[src/design/amr_pkg.sv]
// Shared types and constants for the adjacency matrix reachability block.
`default_nettype none
package amr_pkg;

  localparam int VW     = 4;   // vertex field width
  localparam int VMAX   = 16;  // vertices that a 4-bit field can name
  localparam int CNT_W  = 5;   // vertex_count register width
  localparam int ADDR_W = 3;   // APB address width
  localparam int DATA_W = 32;  // APB data width

  // longest run of non-final path words before the source is forced out
  localparam logic [VW-1:0] PATH_MAX = 4'd15;

  // register index, taken from paddr[2]
  localparam logic REG_VERTEX_COUNT = 1'b0;

  typedef enum logic [1:0] {
    OP_INSERT = 2'd0,
    OP_REMOVE = 2'd1,
    OP_REACH  = 2'd2,
    OP_PATH   = 2'd3
  } op_t;

  typedef enum logic [1:0] {
    ST_IDLE,
    ST_SEARCH,
    ST_WALK,
    ST_RESULT
  } state_t;

  typedef struct packed {
    op_t           operation;
    logic [VW-1:0] vertex_a;
    logic [VW-1:0] vertex_b;
  } cmd_word_t;

  typedef struct packed {
    logic          ok;
    logic [VW-1:0] path_vertex;
    logic          last;
  } res_word_t;

  // neighbor pick: any candidate left, and the lowest one
  typedef struct packed {
    logic          any;
    logic [VW-1:0] index;
  } pick_t;

endpackage
`default_nettype wire

[src/design/amr_pick.sv]
// Candidate mask and lowest-neighbor pick for one search step.
`default_nettype none
module amr_pick #(
  parameter int NS = 16
) (
  input  logic [NS-1:0] row,
  input  logic [NS-1:0] live,
  input  logic [NS-1:0] visited,
  output amr_pkg::pick_t pick
);
  import amr_pkg::*;

  logic [NS-1:0] cand;

  always_comb begin
    cand       = row & live & ~visited;
    pick.any   = |cand;
    pick.index = '0;
    // scan high to low so the lowest set bit wins
    for (int i = NS - 1; i >= 0; i--) begin
      if (cand[i]) begin
        pick.index = VW'(i);
      end
    end
  end

endmodule
`default_nettype wire

[src/design/adjacency_matrix_reachability.sv]
// Top level: undirected graph store with depth-first reach and path queries.
`default_nettype none
// Keeps an undirected graph of up to min(MAX_VERTICES, 16) vertices as a
// symmetric bit matrix in flops, cleared by rst. Each cmd word is an insert,
// remove, reach query or path query on vertices vertex_a and vertex_b; a
// vertex at or above the count in effect (vertex_count, capped by the
// storage size) makes the word a no-op with ok=0. Queries run a depth-first
// search with an explicit stack, lowest-numbered neighbor first. One item
// is in flight at a time and cmd_ready is high only while idle. An update or
// rejected query goes from ST_IDLE to ST_RESULT, which emits its res word. A
// search takes one stack step at a time through the shared neighbor-pick unit,
// each vertex pushed and popped at most once. A path query then streams one
// res word per cycle while res is not stalled, from the destination back to
// the source (last=1 on the source), following parent links written by that
// search. Stalls on res hold the pending word and the walk.
// vertex_count lives at APB byte address 0; writes belong in idle periods.
module adjacency_matrix_reachability #(
  parameter int MAX_VERTICES = 16
) (
  input  logic                           clk,
  input  logic                           rst,
  // command channel
  input  logic                           cmd_valid,
  output logic                           cmd_ready,
  input  amr_pkg::cmd_word_t             cmd,
  // result channel
  output logic                           res_valid,
  input  logic                           res_ready,
  output amr_pkg::res_word_t             res,
  // APB config port
  input  logic                           psel,
  input  logic                           penable,
  input  logic                           pwrite,
  input  logic [amr_pkg::ADDR_W-1:0]     paddr,
  input  logic [amr_pkg::DATA_W-1:0]     pwdata,
  output logic [amr_pkg::DATA_W-1:0]     prdata,
  output logic                           pready
);
  import amr_pkg::*;

  // vertices actually stored, index and stack-depth widths
  localparam int NS = (MAX_VERTICES < VMAX) ? MAX_VERTICES : VMAX;
  localparam int IW = $clog2(NS);
  localparam int DW = $clog2(NS + 1);

  // ---------------- config register ----------------
  logic [CNT_W-1:0] vertex_count;
  logic             cfg_wr;

  assign pready = 1'b1;
  assign cfg_wr = psel & penable & pwrite & pready & (paddr[2] == REG_VERTEX_COUNT);

  always_ff @(posedge clk) begin
    if (rst) begin
      vertex_count <= CNT_W'(VMAX);
    end else if (cfg_wr) begin
      vertex_count <= pwdata[CNT_W-1:0];
    end
  end

  assign prdata = (paddr[2] == REG_VERTEX_COUNT) ? DATA_W'(vertex_count) : '0;

  // ---------------- state ----------------
  state_t          state, state_next;
  logic [NS-1:0]   rows    [NS];   // adjacency matrix
  logic [IW-1:0]   parent  [NS];   // search tree links
  logic [IW-1:0]   stack   [NS];   // DFS stack
  logic [DW-1:0]   depth;
  logic [NS-1:0]   visited;
  op_t             op_q;
  logic [IW-1:0]   a_q, b_q;       // source, destination
  logic            ok_q;           // pending single-word result
  logic [IW-1:0]   v_q;            // path walk cursor
  logic [VW-1:0]   k_q;            // path words sent

  // ---------------- combinational control ----------------
  logic [DW-1:0]   nv;             // count in effect
  logic [NS-1:0]   live;
  logic            pair_ok, accept, slot_free;
  logic [DW-1:0]   depth_m1;
  logic [IW-1:0]   top;
  pick_t           pick;
  logic [IW-1:0]   nxt;
  logic            hit, full, walk_end;
  logic            emit;
  res_word_t       emit_word;

  always_comb begin
    if (vertex_count > CNT_W'(NS)) begin
      nv = DW'(NS);
    end else begin
      nv = vertex_count[DW-1:0];
    end
    for (int i = 0; i < NS; i++) begin
      live[i] = (DW'(i) < nv);
    end
  end

  assign pair_ok   = ({1'b0, cmd.vertex_a} < CNT_W'(nv)) &&
                     ({1'b0, cmd.vertex_b} < CNT_W'(nv));
  assign cmd_ready = (state == ST_IDLE);
  assign accept    = cmd_valid & cmd_ready;
  assign slot_free = !res_valid || res_ready;

  assign depth_m1 = depth - DW'(1);
  assign top      = stack[depth_m1[IW-1:0]];

  amr_pick #(.NS(NS)) u_pick (
    .row     (rows[top]),
    .live    (live),
    .visited (visited),
    .pick    (pick)
  );

  assign nxt      = pick.index[IW-1:0];
  assign hit      = pick.any && (nxt == b_q);
  assign full     = (depth >= nv);
  assign walk_end = (v_q == a_q) || (k_q == PATH_MAX);

  always_comb begin
    state_next = state;
    emit       = 1'b0;
    emit_word  = '0;
    unique case (state)
      ST_IDLE: begin
        if (accept) begin
          if (cmd.operation == OP_INSERT || cmd.operation == OP_REMOVE || !pair_ok) begin
            state_next = ST_RESULT;
          end else if (cmd.vertex_a == cmd.vertex_b) begin
            state_next = (cmd.operation == OP_REACH) ? ST_RESULT : ST_WALK;
          end else begin
            state_next = ST_SEARCH;
          end
        end
      end
      ST_SEARCH: begin
        priority if (depth == '0) begin
          state_next = ST_RESULT;
        end else if (!pick.any) begin
          state_next = ST_SEARCH;
        end else if (hit) begin
          state_next = (op_q == OP_REACH) ? ST_RESULT : ST_WALK;
        end else if (full) begin
          state_next = ST_RESULT;
        end else begin
          state_next = ST_SEARCH;
        end
      end
      ST_WALK: begin
        if (slot_free) begin
          emit                  = 1'b1;
          emit_word.ok          = 1'b1;
          emit_word.path_vertex = VW'(walk_end ? a_q : v_q);
          emit_word.last        = walk_end;
          if (walk_end) begin
            state_next = ST_IDLE;
          end
        end
      end
      ST_RESULT: begin
        if (slot_free) begin
          emit           = 1'b1;
          emit_word.ok   = ok_q;
          emit_word.last = 1'b1;
          state_next     = ST_IDLE;
        end
      end
      default: state_next = ST_IDLE;
    endcase
  end

  // ---------------- registers ----------------
  always_ff @(posedge clk) begin
    if (rst) begin
      state <= ST_IDLE;
    end else begin
      state <= state_next;
    end
  end

  // adjacency matrix: both symmetric bits in the same cycle, one bit for a self loop
  always_ff @(posedge clk) begin
    if (rst) begin
      for (int i = 0; i < NS; i++) begin
        rows[i] <= '0;
      end
    end else if (accept && pair_ok &&
                 (cmd.operation == OP_INSERT || cmd.operation == OP_REMOVE)) begin
      rows[cmd.vertex_a[IW-1:0]][cmd.vertex_b[IW-1:0]] <= (cmd.operation == OP_INSERT);
      if (cmd.vertex_a != cmd.vertex_b) begin
        rows[cmd.vertex_b[IW-1:0]][cmd.vertex_a[IW-1:0]] <= (cmd.operation == OP_INSERT);
      end
    end
  end

  // search datapath
  always_ff @(posedge clk) begin
    if (rst) begin
      depth   <= '0;
      visited <= '0;
    end else if (accept) begin
      op_q  <= cmd.operation;
      a_q   <= cmd.vertex_a[IW-1:0];
      b_q   <= cmd.vertex_b[IW-1:0];
      ok_q  <= pair_ok;
      v_q   <= cmd.vertex_b[IW-1:0];
      k_q   <= '0;
      if (pair_ok && (cmd.operation == OP_REACH || cmd.operation == OP_PATH)) begin
        visited                       <= NS'(1) << cmd.vertex_a[IW-1:0];
        parent[cmd.vertex_a[IW-1:0]]  <= cmd.vertex_a[IW-1:0];
        stack[0]                      <= cmd.vertex_a[IW-1:0];
        depth                         <= DW'(1);
      end
    end else if (state == ST_SEARCH) begin
      if (depth == '0) begin
        ok_q <= 1'b0;
      end else if (!pick.any) begin
        depth <= depth_m1;                     // dead end: pop
      end else begin
        visited     <= visited | (NS'(1) << nxt);
        parent[nxt] <= top;
        if (hit) begin
          ok_q <= 1'b1;
        end else if (full) begin
          ok_q <= 1'b0;
        end else begin
          stack[depth[IW-1:0]] <= nxt;
          depth                <= depth + DW'(1);
        end
      end
    end else if (state == ST_WALK && slot_free && !walk_end) begin
      v_q <= parent[v_q];
      k_q <= k_q + VW'(1);
    end
  end

  // output register
  always_ff @(posedge clk) begin
    if (rst) begin
      res_valid <= 1'b0;
    end else if (emit) begin
      res_valid <= 1'b1;
    end else if (res_ready) begin
      res_valid <= 1'b0;
    end
  end

  always_ff @(posedge clk) begin
    if (emit) begin
      res <= emit_word;
    end
  end

  // ---------------- assertions ----------------
  logic sym_ok;
  always_comb begin
    sym_ok = 1'b1;
    for (int i = 0; i < NS; i++) begin
      for (int j = 0; j < NS; j++) begin
        if (rows[i][j] != rows[j][i]) begin
          sym_ok = 1'b0;
        end
      end
    end
  end

  a_symmetric: assert property (@(posedge clk) disable iff (rst) sym_ok)
    else $error("adjacency matrix lost symmetry");

  a_depth_bound: assert property (@(posedge clk) disable iff (rst)
    state == ST_SEARCH |-> depth <= nv)
    else $error("stack depth above vertex count");

  a_top_visited: assert property (@(posedge clk) disable iff (rst)
    (state == ST_SEARCH && depth != '0) |-> visited[top])
    else $error("stack top not marked visited");

  a_walk_limit: assert property (@(posedge clk) disable iff (rst)
    (state == ST_WALK && k_q == PATH_MAX && slot_free) |=> state == ST_IDLE)
    else $error("path walk ran past its limit");

endmodule
`default_nettype wire
[config.mk]
export PLATFORM = sky130hd
export DESIGN_NAME = adjacency_matrix_reachability
export DESIGN_NICKNAME = d
export VERILOG_FILES = /design/src/design/amr_pkg.sv /design/src/design/amr_pick.sv /design/src/design/adjacency_matrix_reachability.sv
export SDC_FILE = /design/constraint.sdc
export NUM_CORES = 1
export LEC_CHECK = 0
export BUFFER_PORTS_ARGS = -buffer_cell sky130_fd_sc_hd__buf_4
export CORE_MARGIN = 2
export CORE_UTILIZATION = 44
export CTS_CLUSTER_SIZE = 25
export DETAILED_ROUTE_END_ITERATION = 12
export SETUP_SLACK_MARGIN = 0.3
export SYNTH_ARGS = -nofsm -noshare
export SYNTH_HDL_FRONTEND = slang
export SYNTH_SLANG_ARGS = --single-unit
[constraint.sdc]
create_clock -name clk -period 6.5 [get_ports clk]
set_clock_uncertainty 0.2 [all_clocks]
set_input_delay 0.975 -clock clk [delete_from_list [all_inputs] [get_ports clk]]
set_output_delay 0.975 -clock clk [all_outputs]
set_load 0.05 [all_outputs]
Word-level counts from Yosys, hierarchy flattened:

Memories as Yosys holds them, arrays and structs flattened. A register that Yosys moved wholly into a read port is not among the register bits.
Index checks and enable logic that the tools add are counted.

* RAM bits: 384
* bits in registers: 54
* output and inout bits: 41
* memories: 3
* logic and storage cells: 223

Memories
* rows: depth 16, bits a word 16, read ports 1, clocked after Yosys merged registers in 0, wr ports 16, RTL line adjacency_matrix_reachability.sv:65 `logic [NS-1:0] rows [NS];`
* parent: depth 16, bits a word 4, read ports 1, clocked after Yosys merged registers in 1, wr ports 1, RTL line adjacency_matrix_reachability.sv:66 `logic [IW-1:0] parent [NS];`
* stack: depth 16, bits a word 4, read ports 1, clocked after Yosys merged registers in 0, wr ports 1, RTL line adjacency_matrix_reachability.sv:67 `logic [IW-1:0] stack [NS];`

* eq/ne operators: 21
* multiplexer cells: 107
* add/subtract/negate cells: 3
* shifts and indexed selects: 2
* bitwise gates (word level): 10
* $lt $le $gt $ge: 24
* reduce and logical (&&, ||, !) cells: 39

Operators with widths (count)
* 16-bit two-way mux: 11
* 4-bit two-way mux: 29
* 16-bit OR reduction: 3
* 5-bit two-way mux: 9
* 1-bit two-way mux: 42
* 4-bit by 5-bit < comparator with 1-bit output, first input constant: 8
* 16-bit bitwise AND: 2
* 1-bit by 4-bit << shifter with 16-bit output, first input constant: 2
* 3-bit by 5-bit < comparator with 1-bit output, first input constant: 4
* 2-bit two-way mux: 10
* 16-bit NOT: 1
* 16-bit OR: 1
* 4-bit equality test: 3
* 4-bit AND reduction: 3
* 2-bit equality test, second input constant: 5
* 1-bit by 5-bit < comparator with 1-bit output, first input constant: 2
* 2-bit by 5-bit < comparator with 1-bit output, first input constant: 2
* 4-bit by 5-bit < comparator with 1-bit output: 2
* 4-bit by 5-bit < comparator with 1-bit output, second input constant: 2
* 2-bit != test, second input constant: 5
* 1-bit logical AND: 9
* 1-bit demux with 4-bit select: 2
* 4-bit by 1-bit >= comparator with 1-bit output, second input constant: 2
* 2-bit case mux with 4 select lines: 1
* 26 further kinds: 46

Logic depth before layout (Yosys ltp):

Gate-level depths: netlist of the first run.

* depth in word-level cells: 32
* mapped depth: 27
* depth with buffers taken out: 16

Hierarchy:

A second synthesis of the first run with hierarchy kept.

* cell total of the unflattened synthesis: 2445
* area total of the unflattened synthesis: 24636.1 um2

Modules (own cells, without submodules)
* adjacency_matrix_reachability: area each 24274.5 um2, cells each 2396, seq. area each 12942.4 um2, instances 1
* amr_pick: area each 361.6 um2, cells each 49, seq. area each 0.0 um2, instances 1

Worst setup path before layout of the first run:

No wires, ideal clock.

* path type: reg-to-reg
* start point: reg depth[0]
* end point: mem stack[1][0] in the netlist's numbering (enable)
* required time: 5.923 ns
* path slack: 0.382 ns
* path buffers: 7
* library setup time: 0.377 ns
* arrival time: 5.541 ns
* cell stages (with the launch flop): 23
* cells stage by stage: dfxtp_1 buf_2 buf_4 buf_4 inv_1 ha_1 xor2_2 mux4_2 o211ai_2 o22ai_1 buf_4 buf_6 buf_6 mux2i_1 a32oi_1 a32o_1 or4_1 a31o_1 a311oi_2 o41a_4 nand3_2 buf_2 nor4_1

* cells in the longest elaborated chain, start to end: 32
* elaborated cells between the ends (all ways): 37
* classes of those cells: 1 x add/sub; 1 x order compare; 1 x eq/ne; 26 x mux; 2 x bitwise; 4 x reduce/logical; 2 x memory

RTL lines
* start, declared: RTL line adjacency_matrix_reachability.sv:68 `logic [DW-1:0] depth;`
* start signal, assigned: RTL line adjacency_matrix_reachability.sv:218 `depth <= depth_m1;`
* start signal, assigned: RTL line adjacency_matrix_reachability.sv:228 `depth <= depth + DW'(1);`
* 5-bit by 1-bit subtractor with 5-bit output: RTL line adjacency_matrix_reachability.sv:105 `assign depth_m1 = depth - DW'(1);`
* memory read 16 x 4 bit
* memory read 16 x 16 bit
* 16-bit bitwise AND (2 in series): RTL line amr_pick.sv:16 `cand = row & live & ~visited;`
* 4-bit two-way mux (16 in series): RTL line amr_pick.sv:21 `if (cand[i]) begin`
* 4-bit equality test: RTL line adjacency_matrix_reachability.sv:116 `assign hit = pick.any && (nxt == b_q);`
* 1-bit logical AND: RTL line adjacency_matrix_reachability.sv:116
* 1-bit two-way mux: RTL line adjacency_matrix_reachability.sv:222 `if (hit) begin`
* 1-bit two-way mux: RTL line adjacency_matrix_reachability.sv:217 `end else if (!pick.any) begin`
* 1-bit two-way mux: RTL line adjacency_matrix_reachability.sv:215 `if (depth == '0) begin`
* 1-bit two-way mux: RTL line adjacency_matrix_reachability.sv:214 `end else if (state == ST_SEARCH) begin`
* 1-bit two-way mux: RTL line adjacency_matrix_reachability.sv:201 `end else if (accept) begin`
* 1-bit two-way mux: RTL line adjacency_matrix_reachability.sv:198 `if (rst) begin`
* 1-bit two-way mux (implied by the code): RTL line adjacency_matrix_reachability.sv:227 `stack[depth[IW-1:0]] <= nxt;`
* 4-bit OR reduction (no line)
* 4-bit two-way mux (no line) or 1-bit two-way mux (tied branches)
* end, declared: RTL line adjacency_matrix_reachability.sv:67

Parallel ways exist; a longest one is shown, timed or not.

Worst setup path after layout of the first run:

* start point: reg depth[0]
* end point: mem stack[9][2] in the netlist's numbering (enable)

Same word-level chain as after synthesis.

==> results.tsv, run 1 <==
stage	metric	value	unit
status	status	finished clean	
sta	rsz0062_at_grt	no	
clocking	htreeDepth	2	
synth	synthArstFlopShare	0	
final_layout	n_antenna_cell	0	
place	finalWeightedCongestion	0.9156	
worst_setup_path	crit_path_start	depth[0]	
final_layout	nets	2282	
sta	tightest_slew	1332	ps
sta	hold_viol	0	
worst_setup_path	r2r_cells	20	
final_layout	final_common_cell	edfxtp_1	
global_route	grt_pass1_vias	17505	
final_layout	stdcell_count	2949	
worst_setup_path	end_kind	flop	
run	drv_cap	0	
clocking	cts-root-buf	clkbuf_16	
hold_path	hp-class	reg -> reg	
worst_setup_path	r2r_end	stack[9][2]	
sta	slew_headroom	0.1086	
sta	period_needed	5979	ps
final_layout	nFillCells	4753	
drt	routed_wirelength	71520	um
place	hpwl	46690	um
synth	synthTopCellsByArea	edfxtp_1 52%, nand2b_1 6.8%, nor2_1 5.0%	
floorplanning	start_util	0.4440	
clocking	cts_tree	built	
floorplanning	dieArea	0.05597	mm^2
drt	via_per_inst	6.107	
pwr	p_per_area	376.7	mW/mm^2
worst_setup_path	crit_type	reg -> reg	
floorplanning	row_count	85	
sta	period_share	0.9198	
clocking	cts_buffer_depth	3	
sta	drv_slew	0	
final_layout	drive_gt1_frac	0.1589	
global_route	grt-ovfl-total	0	
synth	syn_area_per_cell	10.90	um^2
floorplanning	die_y	236.6	um
place	port_buffers	35	
drt	drc	0	
clocking	worstSkewPairLatency	600	ps
drt	vias	18011	
worst_setup_path	crit_end	stack[9][2]	
floorplanning	io_pins	93	
synth	synth_top_area_frac	0.5160	
synth	synth_seq_cells	442	
drt	wl_per_cell	24.25	um
synth	postSynthCellCount	2183	
synth	synth_area_leader_cell	edfxtp_1	
clocking	cts_buffers	49	
worst_setup_path	reg2reg_slack	520	ps
place	post-place-cells	2856	
synth	synth.cell_area	0.02380	mm^2
worst_setup_path	cp_max_fo	34	
synth	synth_ff_type	edfxtp_1	
global_route	antenna_found_initial	1	
floorplanning	die_width	236.6	um
worst_setup_path	cp-start-kind	flop	
clocking	clk_pin_slew	60	ps
worst_setup_path	arrival	6050	ps
drt	drt-initial-drc-count	2167	
global_route	grt_pass1_wl	107700	um
final_layout	utilization	0.5034	
global_route	grt_max_degree	133	
worst_setup_path	r2r-start	depth[0]	
synth	yosysUniqueCellTypes	89	
drt	first_pass_iters	6	
synth	seq_area_frac_synth	0.5438	
worst_setup_path	required	6580	ps
pwr	p_leak	9.626	nW
sta	setup_viol	0	
synth	synth_edf_count	409	
drt	antenna_left	0	
pwr	max-vdd-ir-drop	0.2649	mV
final_layout	final_cell_mix	409 x edfxtp_1, 307 x nor2_1, 258 x nand2b_1, 164 x nand2_1, 151 x buf_4	
sta	fmax	0.1673	GHz
floorplanning	coreArea	0.05360	mm^2
sta	fin_hold_ws	277.8	ps
final_layout	area_delta_synth_final	13.37	%
sta	tns	0	ps
global_route	grt_usage	0.2532	
synth	yosys_warnings	0	
clocking	cts.sinks	442	
## how the worst min path moves through the flow
stage                           start           to  slack, ps  cells past startpoint
after global placement     visited[7]   visited[7]        250                      1
after CTS                  visited[7]   visited[7]        280                      1
after global routing      visited[14]  visited[14]        300                      1
after floorplan            visited[7]   visited[7]        230                      1
final                      visited[7]   visited[7]        280                      1
after detailed placement   visited[7]   visited[7]        260                      1
## power breakdown
part	internal, W	leakage, nW	switching, W
Clock	0.00165	0.779	0.00115
Combinational	0.00143	4.55	0.00252
Sequential	0.00328	4.30	0.000127
Total	0.00636	9.63	0.00380
## kinds of logic after synthesis
| logic type | count (synthesis) | synth area share |
|---|---|---|
| AND/OR/NAND/NOR | 940 | 0.1947 |
| adder cells (fa/ha/maj) | 15 | 0.007886 |
| multiplexers | 139 | 0.07780 |
| other | 2 | 0.0003155 |
| buffers and inverters | 254 | 0.04815 |
| AO/OA/AOI/OAI | 377 | 0.1209 |
| flip-flops | 442 | 0.5438 |
| XOR/XNOR | 14 | 0.006414 |
## cell usage after synthesis, drive strengths merged (12+ instances only)
cell type,count
edfxtp,409
nor2,319
nand2b,258
nand2,165
clkbuf,147
a22oi,124
mux2i,77
nor3,64
buf,61
nand3,46
inv,44
a21oi,39
mux4,34
dfxtp,33
mux2,28
o211ai,28
nor4,22
o21ai,21
o221ai,20
a21o,18
and3,17
ha,15
o31ai,13
a211oi,12
a32oi,12
## worst max-delay path, stage by stage, from the launching register on
cell and delay, ps:
dfxtp_1 320, inv_2 130, ha_4 210, xor2_4 240, mux4_2 580, o211ai_4 250
o22ai_4 100, buf_12 160, buf_12 170, mux2i_1 230, mux2_2 230, o22ai_1 160
a32o_1 300, or4_4 600, a31o_1 230, a311oi_4 360, o41a_4 260, nand3_2 160
buf_4 240, nor4_1 260, buf_4 200
## state kept, by name, indices dropped and copies added, names as in the netlist, named ones only
name and count:
depth 5, res 6, b_q 4, v_q 4
rows 256, ok_q 1, state 2, k_q 4
op_q 2, a_q 4, res_valid 1, stack 64
parent 64, visited 16, vertex_count 5
## area by class of cell
type	count	area (um^2)	share of cell area
clock buffer	65	1308	0.04846
clock inverter	24	286.5	0.01062
inverter	46	172.7	0.006399
multi-input combinational	1513	10050	0.3723
sequential	442	12940	0.4797
tap	696	870.8	0.03227
timing repair buffer	163	1356	0.05027
## metrics by stage
step / power, W / worst slack, ps / cell area [um^2]
final: 0.01016 / 521.2 / 26980
after global routing: 0.01056 / 323.1 / 26980
after CTS: 0.01010 / 300.8 / 26910
after detailed placement: 0.007213 / 68.50 / 25220
after global placement: 0.007185 / 195.6 / 25220
after floorplan: 0.005823 / 382.2 / 23900
## per-layer routing
metal	wire (um)	vias to the layer above	track usage
met5	16	-	0
met1	29280	8924	0.3470
li1	-	8023	-
met2	32380	890	0.3928
met3	7351	172	0.06284
met4	2487	2	0.08803
## repair_timing
action	CTS	global route
setup buffers	4	0
pin swaps	2	1
endpoints found under the setup margin	140	193
gates resized for setup	9	15
hold buffers	0	0
endpoints found under the hold margin	0	0
No activity file was read; power rests on OpenSTA's default activity.
==> run 2, diff against run 1 <==
==> constraint.sdc (replaced) <==
create_clock -name clk -period 5.81 [get_ports clk]
set_clock_uncertainty 0.2 [all_clocks]
set_input_delay 0.8715 -clock clk [delete_from_list [all_inputs] [get_ports clk]]
set_output_delay 0.8715 -clock clk [all_outputs]
set_load 0.05 [all_outputs]
==> results.tsv, run 2 (same netlist as run 1, synthesis figures left out) <==
stage	metric	value	unit	change
global_route	grt-ovfl-total	0		unchanged
sta	fmax	0.1752	GHz	+4.8%
worst_setup_path	arrival	5820	ps	-230 ps
pwr	p_total	0.01245	W	+22%
floorplanning	row_count	85		unchanged
final_layout	largest_reg_flops	256		unchanged
place	port_buffers	35		unchanged
final_layout	stdcell_count	3030		+2.7%
final_layout	n_antenna_cell	0		unchanged
clocking	cts_buffer_depth	3		unchanged
sta	hold_viol	0		unchanged
pwr	p_leak	10.37	nW	+7.8%
final_layout	final_common_cell	edfxtp_1		
worst_setup_path	timing.critical_path.buf_inv	6		+1
sta	period_share	0.9823		+0.06251
worst_setup_path	required	5920	ps	-660 ps
pwr	max-vdd-ir-drop	0.2242	mV	-15%
clocking	cts-root-buf	clkbuf_16		
clocking	htreeDepth	2		unchanged
worst_setup_path	end_kind	flop		
pwr	p_per_area	435.6	mW/mm^2	+16%
floorplanning	die_y	236.6	um	unchanged
hold_path	hp-class	reg -> reg		
hold_path	min-delay-start	visited[7]		
hold_path	whs_path_depth	1		unchanged
global_route	grt_usage	0.2591		+0.005897
worst_setup_path	path_cells	clkinvlp_4 > ha_4 > xor2_4 > mux4_2 > o211ai_4 > o22ai_4 > buf_12 > buf_6 > mux2i_2 > a211oi_1 > a22o_1 > a311oi_2 > buf_4 > nor3b_4 > buf_6 > a31o_1 > a311oi_2 > o41a_4 > nand3_4 > buf_12 > mux2_4		
drt	drc	0		unchanged
worst_setup_path	cp-start-kind	flop		
final_layout	nets	2371		+3.9%
place	hpwl	48170	um	+3.2%
floorplanning	coreArea	0.05360	mm^2	unchanged
final_layout	register_area	0.01295	mm^2	about the same
final_layout	area_delta_synth_final	20.09	%	
worst_setup_path	slowest_stage	mux4_2		
floorplanning	start_util	0.4440		unchanged
floorplanning	dieArea	0.05597	mm^2	unchanged
place	post-place-cells	2912		+2.0%
worst_setup_path	r2r_end	stack[1][1]		
final_layout	nFillCells	4645		-2.3%
drt	vias	18376		+2.0%
sta	tightest_slew	1255	ps	-76.71 ps
drt	wl_per_cell	24.27	um	about the same
floorplanning	io_pins	93		unchanged
clocking	cts_buffers	48		-2.0%
sta	period_needed	5707	ps	-271.5 ps
sta	tns	0	ps	unchanged
worst_setup_path	crit_type	reg -> reg		
final_layout	top_register	rows		
clocking	clk_pin_slew	60	ps	about the same
final_layout	multiInputGateArea	0.01083	mm^2	+7.8%
worst_setup_path	path_delay_family	compound AO/OA/AOI/OAI gates		
clocking	cts.sinks	442		unchanged
place	placed_area	0.02629	mm^2	+4.2%
clocking	worstSkewPairLatency	610	ps	about the same
drt	drt-initial-drc-count	2439		+13%
final_layout	reg_top3	rows x256, parent x64, stack x64		
drt	routed_wirelength	73530	um	+2.8%
place	finalWeightedCongestion	0.9017		-1.5%
sta	slew_headroom	0.1621		+0.05352
worst_setup_path	reg2reg_slack	100	ps	-420 ps
final_layout	final_cell_mix	409 x edfxtp_1, 306 x nor2_1, 257 x nand2b_1, 216 x buf_4, 162 x nand2_1		
global_route	grt_pass1_wl	109100	um	+1.3%
global_route	antenna_found_initial	2		+1
clocking	cts_tree	built		
status	status	finished clean		
run	drv_cap	0		unchanged
sta	drv_slew	0		unchanged
sta	rsz0062_at_grt	yes		
sta	setup_viol	0		unchanged
final_layout	fin_area	0.02858	mm^2	+5.9%
drt	antenna_left	0		unchanged
drt	first_pass_iters	6		unchanged
floorplanning	die_width	236.6	um	unchanged
worst_setup_path	cp_max_fo	16		-53%
final_layout	drive_gt1_frac	0.2258		+0.06689
drt	via_per_inst	6.065		-0.70%
worst_setup_path	max_stage_delay	580	ps	-20 ps
worst_setup_path	r2r-start	depth[0]		
global_route	grt_pass1_vias	17649		+0.82%
hold_path	min_to	visited[7]		
sta	fin_hold_ws	260.3	ps	-17.49 ps
global_route	grt_max_degree	147		+11%
worst_setup_path	r2r_cells	21		+5.0%
run 2: where the power goes:
part	internal, W	switching (W)
Sequential	0.00366	0.000147
Combinational	0.00244	0.00325
Clock	0.00164	0.00131
Total	0.00774	0.00471
run 2: layout make-up:
cell class | count | area share
sequential | 442 | 0.4530
tap | 696 | 0.03047
multi-input combinational | 1514 | 0.3788
inverter | 46 | 0.006216
clock buffer | 52 | 0.04255
clock inverter | 28 | 0.008931
timing repair buffer | 252 | 0.08002
run 2: worst max-delay path by stage:
stage,slack (ps),cells after the start,start,end
2_1_floorplan,200,22,depth[0],stack[0][1]
5_1_grt,-80,20,depth[0],stack[0][1]
3_5_place_dp,-210,20,depth[0],stack[3][1]
4_1_cts,130,19,depth[0],stack[9][0]
3_3_place_gp,-140,20,depth[0],stack[4][3]
6_report,100,21,depth[0],stack[1][1]
run 2: repair_timing:
item	CTS	global route
endpoints found under the setup margin	280	278
resized for setup	67	22
pin swaps	23	18
hold buffers	0	0
setup buffers	26	9
gates cloned	2	1
run 2: metrics by stage:
step / util / setup slack [ps]
after floorplan: - / 199.6
after global placement: 0.4904 / -141.4
after detailed placement: 0.4904 / -211.7
after CTS: 0.5290 / 126.9
after global routing: 0.5332 / -77.77
final: 0.5332 / 102.7
run 2: worst register-to-register path, stage by stage, from the launching register on:
cell,delay [ps]
dfxtp_4,350
clkinvlp_4,110
ha_4,210
xor2_4,240
mux4_2,580
o211ai_4,240
o22ai_4,140
buf_12,180
buf_6,160
mux2i_2,330
a211oi_1,130
a22o_1,270
a311oi_2,230
buf_4,170
nor3b_4,240
buf_6,160
a31o_1,160
a311oi_2,120
o41a_4,510
nand3_4,150
buf_12,140
mux2_4,390
run 2: layer usage:
layer / GRT usage / vias up / share of wire
met5: 0 / - / 0.00018
met4: 0.1043 / 2 / 0.039
met3: 0.05374 / 180 / 0.086
met2: 0.4113 / 874 / 0.47
met1: 0.3487 / 9113 / 0.41
li1: - / 8207 / -
==> run 3, diff against run 2 <==
--- a/config.mk
+++ b/config.mk
@@ -6,7 +6,6 @@
 export NUM_CORES = 1
 export LEC_CHECK = 0
 export BUFFER_PORTS_ARGS = -buffer_cell sky130_fd_sc_hd__buf_4
-export CORE_MARGIN = 2
 export CORE_UTILIZATION = 44
 export CTS_CLUSTER_SIZE = 25
 export DETAILED_ROUTE_END_ITERATION = 12
==> results.tsv, run 3 (same netlist as run 1, synthesis figures left out) <==
stage	metric	value	unit	change
final_layout	top_register	rows		
hold_path	min-delay-start	visited[7]		
drt	vias	18440		+0.35%
place	post-place-cells	2909		-0.10%
drt	first_pass_iters	5		-1
worst_setup_path	r2r-start	depth[0]		
final_layout	utilization	0.5474		+0.01414
place	hpwl	47360	um	-1.7%
global_route	grt_pass1_vias	17613		-0.20%
drt	drt-initial-drc-count	1909		-22%
worst_setup_path	cp-start-kind	flop		
clocking	htreeDepth	2		unchanged
worst_setup_path	r2r_end	stack[1][3]		
worst_setup_path	max_stage_delay	490	ps	-90 ps
clocking	cts_buffers	48		unchanged
sta	drv_slew	0		unchanged
floorplanning	row_count	84		-1.2%
pwr	p_per_area	440.4	mW/mm^2	+1.1%
worst_setup_path	r2r_cells	21		unchanged
sta	period_needed	5672	ps	-34.93 ps
floorplanning	die_y	234.6	um	-0.85%
pwr	p_total	0.01277	W	+2.6%
worst_setup_path	arrival	5790	ps	-30 ps
final_layout	area_delta_synth_final	21.82	%	
worst_setup_path	required	5930	ps	about the same
worst_setup_path	cp_max_fo	20		+4
sta	hold_viol	0		unchanged
global_route	grtUsageMet2	0.4221		+0.01074
drt	via_per_inst	6.064		about the same
final_layout	nets	2386		+0.63%
final_layout	final_cell_mix	409 x edfxtp_1, 311 x nor2_1, 257 x nand2b_1, 208 x buf_4, 157 x nand2_1		
global_route	grtUsageMet3	0.04736		-0.006383
worst_setup_path	timing.critical_path.buf_inv	6		unchanged
global_route	grt_usage	0.2669		+0.007799
worst_setup_path	crit_type	reg -> reg		
pwr	max-vdd-ir-drop	0.2219	mV	-1.0%
place	finalWeightedCongestion	0.9223		+2.3%
final_layout	n_antenna_cell	0		unchanged
drt	wl_per_cell	24.51	um	+0.99%
run	drv_cap	0		unchanged
drt	routed_wirelength	74530	um	+1.4%
worst_setup_path	path_cells	clkinvlp_4 > ha_4 > buf_4 > xnor2_2 > buf_4 > nand3_2 > o211ai_4 > o22ai_4 > buf_12 > buf_12 > mux2i_1 > a221o_1 > o22ai_4 > nor2b_1 > a211o_1 > a211o_4 > and3_4 > o41a_4 > nand3_4 > buf_12 > mux2_4		
hold_path	min_to	visited[7]		
final_layout	reg_top3	rows x256, parent x64, stack x64		
sta	setup_viol	0		unchanged
hold_path	whs_path_depth	1		unchanged
worst_setup_path	end_kind	flop		
floorplanning	dieArea	0.05503	mm^2	-1.7%
pwr	p_leak	10.55	nW	+1.7%
worst_setup_path	slowest_stage	o41a_4		
final_layout	fin_area	0.02899	mm^2	+1.4%
global_route	grtUsageMet1	0.3629		+0.01415
clocking	cts.sinks	442		unchanged
clocking	cts_buffer_depth	3		unchanged
sta	setup_ws	137.6	ps	+34.93 ps
place	placed_area	0.02629	mm^2	about the same
global_route	grt-ovfl-total	0		unchanged
place	port_buffers	35		unchanged
sta	period_share	0.9763		-0.006012
floorplanning	io_pins	93		unchanged
final_layout	final_common_cell	edfxtp_1		
worst_setup_path	reg2reg_slack	140	ps	+30 ps
worst_setup_path	cp_common_cell	buf_12		
floorplanning	die_width	234.6	um	-0.85%
clocking	worstSkewPairLatency	600	ps	about the same
global_route	antenna_found_initial	1		-1
final_layout	drive_gt1_frac	0.2371		+0.01135
clocking	cts_tree	built		
drt	drc	0		unchanged
final_layout	largest_reg_flops	256		unchanged
floorplanning	coreArea	0.05297	mm^2	-1.2%
sta	tightest_slew	1275	ps	+19.08 ps
global_route	busiest_layer	met2		
hold_path	hp-class	reg -> reg		
global_route	grt_max_degree	248		+69%
worst_setup_path	path_delay_family	compound AO/OA/AOI/OAI gates		
final_layout	stdcell_count	3041		+0.36%
place	dp_slack	-67.90	ps	+143.8 ps
drt	antenna_left	0		unchanged
global_route	grt_pass1_wl	109300	um	+0.20%
floorplanning	start_util	0.4493		+0.005286
sta	slew_headroom	0.1494		-0.01273
clocking	cts-root-buf	clkbuf_16		
status	status	finished clean		
sta	rsz0062_at_grt	yes		
sta	fmax	0.1763	GHz	+0.62%
clocking	clk_pin_slew	60	ps	about the same
==> run 3: area by class of cell <==
class / instances / area (um^2)
clock buffer: 60 / 1267
clock inverter: 24 / 230.2
fill: 4562 / 23980
inverter: 46 / 177.7
multi-input combinational: 1517 / 11000
sequential: 442 / 12950
tap: 688 / 860.8
timing repair buffer: 264 / 2509
==> run 3: worst register-to-register path, delay by kind of cell, from the launching register on <==
kind | cells | cell delay (ps)
flip-flops | 1 | 360
multiplexers | 2 | 780
XOR/XNOR | 1 | 140
buffers and inverters | 6 | 1060
adder cells (fa/ha/maj) | 1 | 220
AO/OA/AOI/OAI | 7 | 2040
AND/OR/NAND/NOR | 4 | 580
==> run 3: repair_timing <==
item	CTS	global route
setup endpoints to repair	213	241
pin swaps	12	49
setup buffers	23	16
resized for setup	49	90
hold buffers	0	0
gates cloned	3	6
==> run 3: per-layer routing <==
| layer | vias to the layer above | share of wire |
|---|---|---|
| met2 | 781 | 0.46 |
| met4 | 0 | 0.040 |
| li1 | 8258 | - |
| met3 | 174 | 0.083 |
| met1 | 9227 | 0.41 |
| met5 | - | 0 |
==> run 3: power breakdown <==
group          internal (W)  leakage (nW)  total, W  switching, W
clock network       0.00172         0.738   0.00302       0.00130
registers           0.00366          4.30   0.00381      0.000147
logic               0.00253          5.51   0.00594       0.00341
total               0.00792          10.5    0.0128       0.00485
==> run 3: worst max-delay path by stage <==
stage                  start            to  depth (start not counted)  slack [ps]
CTS                 depth[0]  stack[11][0]                         21         220
global placement    depth[0]  stack[14][3]                         21          20
floorplan           depth[0]   stack[0][1]                         22         200
finish              depth[0]   stack[1][3]                         21         140
detailed placement  depth[0]  stack[14][0]                         20         -70
global route        depth[0]   stack[1][3]                         22         -10
==> run 3: metrics by stage <==
stage	hold WS, ps	setup TNS [ps]
after floorplan	232.9	0
after global placement	239.0	0
after detailed placement	245.4	-2991
after CTS	260.2	0
after global routing	286.3	-254.6
final	259.2	0
